===== src/hw/rtl/vbc_pkg.sv =====
// Shared constants, types and helper functions of the voxel box counting core.
// Used by vbc_store, vbc_walker and voxel_box_counting_core; depends on nothing.
`default_nettype none

package vbc_pkg;

   localparam int SIDE_MAX = 64;
   localparam int COORD_W  = $clog2(SIDE_MAX);
   localparam int ADDR_W   = 3 * COORD_W;
   localparam int DEPTH    = 1 << ADDR_W;
   localparam int LEVELS   = COORD_W + 1;

   localparam int DIM_W    = 7;
   localparam int LABEL_W  = 2;
   localparam int PHASE_W  = 2;
   localparam int EXP_W    = 3;
   localparam int COUNT_W  = 19;
   localparam int PHASES   = 3;
   localparam int CHILD_W  = 3;
   localparam int IDX_W    = 2;

   localparam int REQ_DATA_W = 8;
   localparam int RSP_DATA_W = 24;
   localparam int RSP_USER_W = PHASE_W + EXP_W;

   localparam logic [IDX_W-1:0] REG_ROWS    = 2'd0;
   localparam logic [IDX_W-1:0] REG_COLUMNS = 2'd1;
   localparam logic [IDX_W-1:0] REG_SLICES  = 2'd2;

   localparam logic [LABEL_W-1:0] LABEL_NONE = 2'd3;

   localparam logic [PHASE_W-1:0] PHASE_PORE = 2'd0;
   localparam logic [PHASE_W-1:0] PHASE_BULK = 2'd2;

   typedef enum logic [1:0] {
      ST_LOAD,
      ST_REDUCE,
      ST_DRAIN,
      ST_WAIT
   } walk_state_type;

   typedef struct packed {
      logic [DIM_W-1:0] rows;
      logic [DIM_W-1:0] columns;
      logic [DIM_W-1:0] slices;
      logic [EXP_W-1:0] pad_exp;
   } geom_type;

   typedef struct packed {
      logic              valid;
      logic [EXP_W-1:0]  level;
      logic [PHASES-1:0] hits;
   } count_evt_type;

   // Zero reads as one, anything above the largest side reads as that side.
   function automatic logic [DIM_W-1:0] clamp_dim(input logic [DIM_W-1:0] v);
      logic [DIM_W-1:0] r;
      r = v;
      if (v == '0) begin
         r = DIM_W'(1);
      end else if (v > DIM_W'(SIDE_MAX)) begin
         r = DIM_W'(SIDE_MAX);
      end
      return r;
   endfunction

   // Smallest e with 2^e at least the largest dimension.
   function automatic logic [EXP_W-1:0] pad_exponent(input logic [DIM_W-1:0] a,
                                                     input logic [DIM_W-1:0] b,
                                                     input logic [DIM_W-1:0] c);
      logic [DIM_W-1:0] m;
      logic [EXP_W-1:0] e;
      m = a;
      e = '0;
      if (b > m) begin
         m = b;
      end
      if (c > m) begin
         m = c;
      end
      for (int i = 0; i < COORD_W; i++) begin
         if ((DIM_W'(1) << i) < m) begin
            e = EXP_W'(i + 1);
         end
      end
      return e;
   endfunction

endpackage

`default_nettype wire


===== src/hw/rtl/vbc_walker.sv =====
// Load and reduction sequencer: writes voxels into the store, then walks each
// level reading eight children per box and writing the OR back. Uses vbc_pkg.
`default_nettype none

module vbc_walker (
   input  wire logic                        clock,
   input  wire logic                        reset,
   input  wire logic                        cfg_clear,
   input  wire vbc_pkg::geom_type           geom,
   input  wire logic                        req_tvalid,
   output logic                             req_tready,
   input  wire logic [vbc_pkg::LABEL_W-1:0] req_label,
   input  wire logic                        emit_done,
   output logic                             reduce_done,
   output vbc_pkg::count_evt_type           count_evt,
   output logic                             st_wr_en,
   output logic      [vbc_pkg::ADDR_W-1:0]  st_wr_addr,
   output logic      [vbc_pkg::PHASES-1:0]  st_wr_data,
   output logic                             st_rd_en,
   output logic      [vbc_pkg::ADDR_W-1:0]  st_rd_addr,
   input  wire logic [vbc_pkg::PHASES-1:0]  st_rd_data
);

   localparam int CW = vbc_pkg::COORD_W;
   localparam int DW = vbc_pkg::DIM_W;

   vbc_pkg::walk_state_type state_ff, state_in;

   logic [CW-1:0]               ci_ff, ci_in, cj_ff, cj_in, ck_ff, ck_in;
   logic [vbc_pkg::CHILD_W-1:0] child_ff, child_in;
   logic [vbc_pkg::EXP_W-1:0]   level_ff, level_in;
   logic [vbc_pkg::PHASES-1:0]  acc_ff, acc_in;

   logic                        rd_valid_ff, rd_valid_in;
   logic                        rd_mask_ff, rd_first_ff, rd_last_ff;
   logic [vbc_pkg::ADDR_W-1:0]  rd_origin_ff;
   logic [vbc_pkg::EXP_W-1:0]   rd_level_ff;

   logic                        fire, issue;
   logic                        row_end, col_end, slice_end, load_last;
   logic [DW-1:0]               side, step, ni, nj, nk;
   logic [CW-1:0]               half, cx, cy, cz;
   logic                        i_wrap, j_wrap, k_wrap, level_last, box_last;
   logic                        in_vol, mask;
   logic [vbc_pkg::PHASES-1:0]  label_hits, merged;

   assign fire      = req_tvalid && req_tready;
   assign row_end   = {1'b0, ci_ff} == geom.rows - DW'(1);
   assign col_end   = {1'b0, cj_ff} == geom.columns - DW'(1);
   assign slice_end = {1'b0, ck_ff} == geom.slices - DW'(1);
   assign load_last = row_end && col_end && slice_end;

   assign label_hits = (req_label == vbc_pkg::LABEL_NONE) ? '0
                       : vbc_pkg::PHASES'(1) << req_label;

   // Box geometry of the current level: side, child offset, origin step.
   assign side = DW'(1) << geom.pad_exp;
   assign step = DW'(1) << level_ff;
   assign half = CW'(step >> 1);
   assign cx   = ci_ff + (child_ff[0] ? half : '0);
   assign cy   = cj_ff + (child_ff[1] ? half : '0);
   assign cz   = ck_ff + (child_ff[2] ? half : '0);
   assign ni   = {1'b0, ci_ff} + step;
   assign nj   = {1'b0, cj_ff} + step;
   assign nk   = {1'b0, ck_ff} + step;
   assign i_wrap     = ni == side;
   assign j_wrap     = nj == side;
   assign k_wrap     = nk == side;
   assign level_last = i_wrap && j_wrap && k_wrap;
   assign box_last   = &child_ff;

   // First level reads raw voxels: padding outside the volume reads as empty.
   assign in_vol = ({1'b0, cx} < geom.rows) && ({1'b0, cy} < geom.columns)
                   && ({1'b0, cz} < geom.slices);
   assign mask   = (level_ff != vbc_pkg::EXP_W'(1)) || in_vol;

   assign merged = (rd_first_ff ? '0 : acc_ff) | (rd_mask_ff ? st_rd_data : '0);

   // Next state
   always_comb begin
      state_in = state_ff;
      case (state_ff)
         vbc_pkg::ST_LOAD: begin
            if (fire && load_last) begin
               state_in = (geom.pad_exp == '0) ? vbc_pkg::ST_WAIT : vbc_pkg::ST_REDUCE;
            end
         end
         vbc_pkg::ST_REDUCE: begin
            if (box_last && level_last) begin
               state_in = vbc_pkg::ST_DRAIN;
            end
         end
         vbc_pkg::ST_DRAIN: begin
            state_in = (level_ff == geom.pad_exp) ? vbc_pkg::ST_WAIT : vbc_pkg::ST_REDUCE;
         end
         vbc_pkg::ST_WAIT: begin
            if (emit_done) begin
               state_in = vbc_pkg::ST_LOAD;
            end
         end
         default: state_in = vbc_pkg::ST_LOAD;
      endcase
      if (cfg_clear) begin
         state_in = vbc_pkg::ST_LOAD;
      end
   end

   // State outputs; ready is always high while loading.
   always_comb begin
      req_tready  = 1'b0;
      issue       = 1'b0;
      reduce_done = 1'b0;
      case (state_ff)
         vbc_pkg::ST_LOAD: begin
            req_tready  = 1'b1;
            reduce_done = req_tvalid && load_last && (geom.pad_exp == '0);
         end
         vbc_pkg::ST_REDUCE: begin
            issue = 1'b1;
         end
         vbc_pkg::ST_DRAIN: begin
            reduce_done = level_ff == geom.pad_exp;
         end
         vbc_pkg::ST_WAIT: begin
            reduce_done = 1'b0;
         end
         default: begin
            req_tready = 1'b0;
         end
      endcase
   end

   // Coordinates, child index and level
   always_comb begin
      ci_in    = ci_ff;
      cj_in    = cj_ff;
      ck_in    = ck_ff;
      child_in = child_ff;
      level_in = level_ff;
      if (fire) begin
         level_in = vbc_pkg::EXP_W'(1);
         if (!row_end) begin
            ci_in = ci_ff + CW'(1);
         end else begin
            ci_in = '0;
            if (!col_end) begin
               cj_in = cj_ff + CW'(1);
            end else begin
               cj_in = '0;
               ck_in = slice_end ? '0 : ck_ff + CW'(1);
            end
         end
      end else if (issue) begin
         child_in = child_ff + vbc_pkg::CHILD_W'(1);
         if (box_last) begin
            if (!i_wrap) begin
               ci_in = CW'(ni);
            end else begin
               ci_in = '0;
               if (!j_wrap) begin
                  cj_in = CW'(nj);
               end else begin
                  cj_in = '0;
                  ck_in = k_wrap ? '0 : CW'(nk);
               end
            end
         end
      end else if (state_ff == vbc_pkg::ST_DRAIN) begin
         level_in = level_ff + vbc_pkg::EXP_W'(1);
      end
      if (cfg_clear) begin
         ci_in    = '0;
         cj_in    = '0;
         ck_in    = '0;
         child_in = '0;
      end
   end

   assign rd_valid_in = issue && !cfg_clear;
   assign acc_in      = rd_valid_ff ? merged : acc_ff;

   always_ff @(posedge clock) begin
      if (reset) begin
         state_ff    <= vbc_pkg::ST_LOAD;
         ci_ff       <= '0;
         cj_ff       <= '0;
         ck_ff       <= '0;
         child_ff    <= '0;
         level_ff    <= vbc_pkg::EXP_W'(1);
         rd_valid_ff <= 1'b0;
      end else begin
         state_ff    <= state_in;
         ci_ff       <= ci_in;
         cj_ff       <= cj_in;
         ck_ff       <= ck_in;
         child_ff    <= child_in;
         level_ff    <= level_in;
         rd_valid_ff <= rd_valid_in;
      end
   end

   always_ff @(posedge clock) begin
      acc_ff       <= acc_in;
      rd_mask_ff   <= mask;
      rd_first_ff  <= child_ff == '0;
      rd_last_ff   <= box_last;
      rd_origin_ff <= {ck_ff, cj_ff, ci_ff};
      rd_level_ff  <= level_ff;
   end

   assign st_rd_en   = issue;
   assign st_rd_addr = {cz, cy, cx};

   // Load writes voxels; reduction writes the merged box back at its origin.
   always_comb begin
      if (state_ff == vbc_pkg::ST_LOAD) begin
         st_wr_en        = fire;
         st_wr_addr      = {ck_ff, cj_ff, ci_ff};
         st_wr_data      = label_hits;
         count_evt.valid = fire;
         count_evt.level = '0;
         count_evt.hits  = label_hits;
      end else begin
         st_wr_en        = rd_valid_ff && rd_last_ff;
         st_wr_addr      = rd_origin_ff;
         st_wr_data      = merged;
         count_evt.valid = rd_valid_ff && rd_last_ff;
         count_evt.level = rd_level_ff;
         count_evt.hits  = merged;
      end
   end

   a_no_read_in_load : assert property (@(posedge clock) disable iff (reset)
      (state_ff == vbc_pkg::ST_LOAD) |-> !rd_valid_ff)
      else $error("read pipeline busy while loading voxels");

   a_done_waits : assert property (@(posedge clock) disable iff (reset)
      (reduce_done && !cfg_clear) |=> (state_ff == vbc_pkg::ST_WAIT))
      else $error("reduction finished without waiting for results");

   a_level_range : assert property (@(posedge clock) disable iff (reset)
      (state_ff == vbc_pkg::ST_REDUCE) |->
         (level_ff != '0 && level_ff <= geom.pad_exp))
      else $error("reduction level out of range");

   a_box_written : assert property (@(posedge clock) disable iff (reset || cfg_clear)
      (rd_valid_ff && rd_last_ff) |-> st_wr_en)
      else $error("merged box not written back");

endmodule

`default_nettype wire


===== config.mk =====
export PLATFORM = sky130hd
export DESIGN_NAME = vbc_walker
export DESIGN_NICKNAME = d
export VERILOG_FILES = /design/src/hw/rtl/vbc_pkg.sv /design/src/hw/rtl/vbc_walker.sv
export SDC_FILE = /design/constraint.sdc
export NUM_CORES = 1
export LEC_CHECK = 0
export ABC_AREA = 1
export BUFFER_PORTS_ARGS = -buffer_cell sky130_fd_sc_hd__buf_4
export CORE_MARGIN = 2
export CORE_UTILIZATION = 55
export CTS_CLUSTER_SIZE = 8
export DETAILED_ROUTE_END_ITERATION = 10
export GPL_TIMING_DRIVEN = 0
export PLACE_DENSITY = 0.8
export SYNTH_ARGS = -nofsm -noshare
export SYNTH_HDL_FRONTEND = slang
export SYNTH_SLANG_ARGS = --single-unit

===== constraint.sdc =====
create_clock -name clock -period 4 [get_ports clock]
set_clock_uncertainty 0.1 [all_clocks]
set_input_delay 0.8 -clock clock [delete_from_list [all_inputs] [get_ports clock]]
set_output_delay 0.8 -clock clock [all_outputs]
set_load 0.005 [all_outputs]

==> qor.csv <==
metric;value;unit
run status;completed;
Multi-input gate area;3670;um^2
Ys Warns;0;
die area;10500;um^2
H-tree levels;2;
final hold vios;0;
top cell type's share of synthesized area;0.191;
Row Count;35;
number of flops mapped to enable cells by yosys;3;
die height;103;um
layout net count;985;
RSZ-0062 raised after global routing;false;
initial antenna violation count;0;
Routed Antenna Nets;0;
Root Buffer;clkbuf_8;
most numerous cell in the Yosys netlist;nand2_1;
CORE AREA;9330;um^2
Post-DP HPWL;12600;um
WL met2;7460;um
CTS tree;done;
max-slew violation count;0;
setup TNS;0;ns
Reg clk slew, reported paths;0.10;ns
power density over the cells;189;nW/um^2
Min Hold Slack;0.256;ns
setup slack at placement;0.231;ns
uppermost layer routed;met4;
fin area;6240;um^2
Most used DFF post-synth;dfxtp_1;
Setup Crit Path Kind;reg2out;
initial detailed-routing violation count;284;
final setup fails;0;
Starting Density;0.573;
fmax;262;MHz
maximum VDD drop;0.147;mV
Post-Syn Area;5350;um^2
top cells by area, synth;dfxtp_1, ha_1, nand2_1;
area leader, netlist;dfxtp_1;
Leakage;3.39;nW
Post-synth top cells;nand2_1, inv_1, nand3_1;
Critical Path AT;2.91;ns
clk buf depth;2;
Final Total Pwr;1.18;mW
layout cells sized above 1;0.158;
Layout Cells excl Fill;1015;
first-pass GRT wire length;24300;um
GRT overflow;0;
DR pass1 iterations;5;
GRT Util Overall;0.299;
register area;1110;um^2
largest net degree at the start of global routing;18;
critical path capture point type;output port;
final period utilization;0.953;
wirelength, routed;15600;um
crit-path max FO;7;
vias in the first global route;5075;
Boundary Pins;84;
Worst-Skew Late Latency;0.32;ns
WL/cell;15.4;um
placed inst area;6130;um^2
drt via density;5.31;
Synth-to-Final Area Change;16.8;%
fraction of registers with async set/reset;0;
M1 WL;7010;um
Hold Path Class;reg2reg;
Fill cells;838;
Final Core Density;0.669;
Worst-Margin Slew;0.988;ns
DRC errors left;0;
Antenna diodes;0;
routed wl met3;686;um
Seq cells post-synth;54;
maxcap violations;0;
Vias;5392;
setup ws final;0.188;ns
PortBufs;83;
syn nets;895;
post-synth cell types;41;
Final Wtd Congestion;0.966;
Critical Path Source Type;flop;
critical path required time;3.10;ns
max_slew headroom;0.339;
Die Wd;103;um
TritonCTS Sinks;54;
Cells after Synth;795;
post-synthesis sequential area ratio;0.208;
CTS buffer count;5;
placed insts;1007;
Mapped Avg Cell Area;6.72;um^2
Tmin final;3.81;ns
[registers in the layout (all words and copies together) (netlist names), 2 cells and up]
| name | cells |
|---|---|
| rd_level_ff | 3 |
| rd_origin_ff | 18 |
| ck_ff | 6 |
| level_ff | 3 |
| state_ff | 2 |
| acc_ff | 3 |
| cj_ff | 6 |
| child_ff | 3 |
| ci_ff | 6 |
[per-layer routing]
layer	vias up	global-route usage
met1	2469	0.374
met5	-	0
met2	166	0.534
met3	28	0.0278
met4	0	0.107
li1	2729	-
[path summary, 6_finish.rpt]
check | from | to | slack (ns) | depth (start not counted)
setup / recovery | level_ff[1]$_SDFFE_PP0P_ | st_rd_addr[11] | 0.19 | 14
hold / removal | level_ff[2]$_SDFFE_PP0P_ | rd_level_ff[2]$_DFF_P_ | 0.26 | 0
setup reg to reg | level_ff[1]$_SDFFE_PP0P_ | ck_ff[1]$_SDFFE_PP0P_ | 0.33 | 20
hold reg to reg | level_ff[2]$_SDFFE_PP0P_ | rd_level_ff[2]$_DFF_P_ | 0.26 | 0
[cells by family after synthesis]
group           count (synthesis)  synth area share
fa+ha+maj                      66             0.163
buf+inv                       141             0.106
simple gates                  365             0.299
xor+xnor                       62             0.115
compound gates                107             0.109
flops                          54             0.208
[placed cells by master, fill, tap and decap left out, types with 2 or more instances in the layout]
cell type	instances
xor2_2	2
o211ai_1	4
a21oi_1	43
a31oi_1	3
xor2_1	35
o21bai_1	6
nor3_1	8
nand2_2	9
nand4_1	5
clkbuf_1	6
edfxtp_1	3
nor2_2	5
nand2_1	192
clkbuf_8	5
xnor3_1	4
buf_2	4
nand3_2	3
inv_2	10
buf_6	2
o22ai_1	8
nand3_1	69
buf_4	87
fa_1	6
or2_2	6
xnor2_1	21
dfxtp_1	51
ha_1	60
nand3b_1	2
nor2_1	61
inv_1	113
o21ai_0	40
[layout make-up]
cell class / instances / area share
clock buffers: 6 / 0.0116
multi-input cells: 600 / 0.588
well taps: 129 / 0.0259
plain buffers: 16 / 0.0152
repair buffers: 83 / 0.0998
inverters: 125 / 0.0756
clock inverters: 2 / 0.00621
flip-flops and latches: 54 / 0.178
[where the power goes]
| part | internal, mW | switching [mW] | total [mW] |
|---|---|---|---|
| clock network | 0.188 | 0.193 | 0.381 |
| registers | 0.551 | 0.0120 | 0.563 |
| logic | 0.105 | 0.129 | 0.234 |
| total | 0.844 | 0.334 | 1.18 |
[repair_timing]
action / 4_1_cts / 5_1_grt
hold buffers: 0 / 0
buffers inserted: 0 / 0
endpoints found under the setup margin: 0 / 6
resized for setup: 0 / 1
[critical path: stages, from the launching register on]
cell	delay, ns
dfxtp_1	0.46
ha_1	0.22
ha_1	0.44
nand2_1	0.11
inv_1	0.07
ha_1	0.26
a21oi_1	0.16
and2_1	0.16
inv_1	0.04
a21oi_1	0.12
nor2_1	0.05
nor2_1	0.10
xor2_1	0.15
inv_1	0.09
buf_4	0.14
Power figures use the tool's default switching activity.
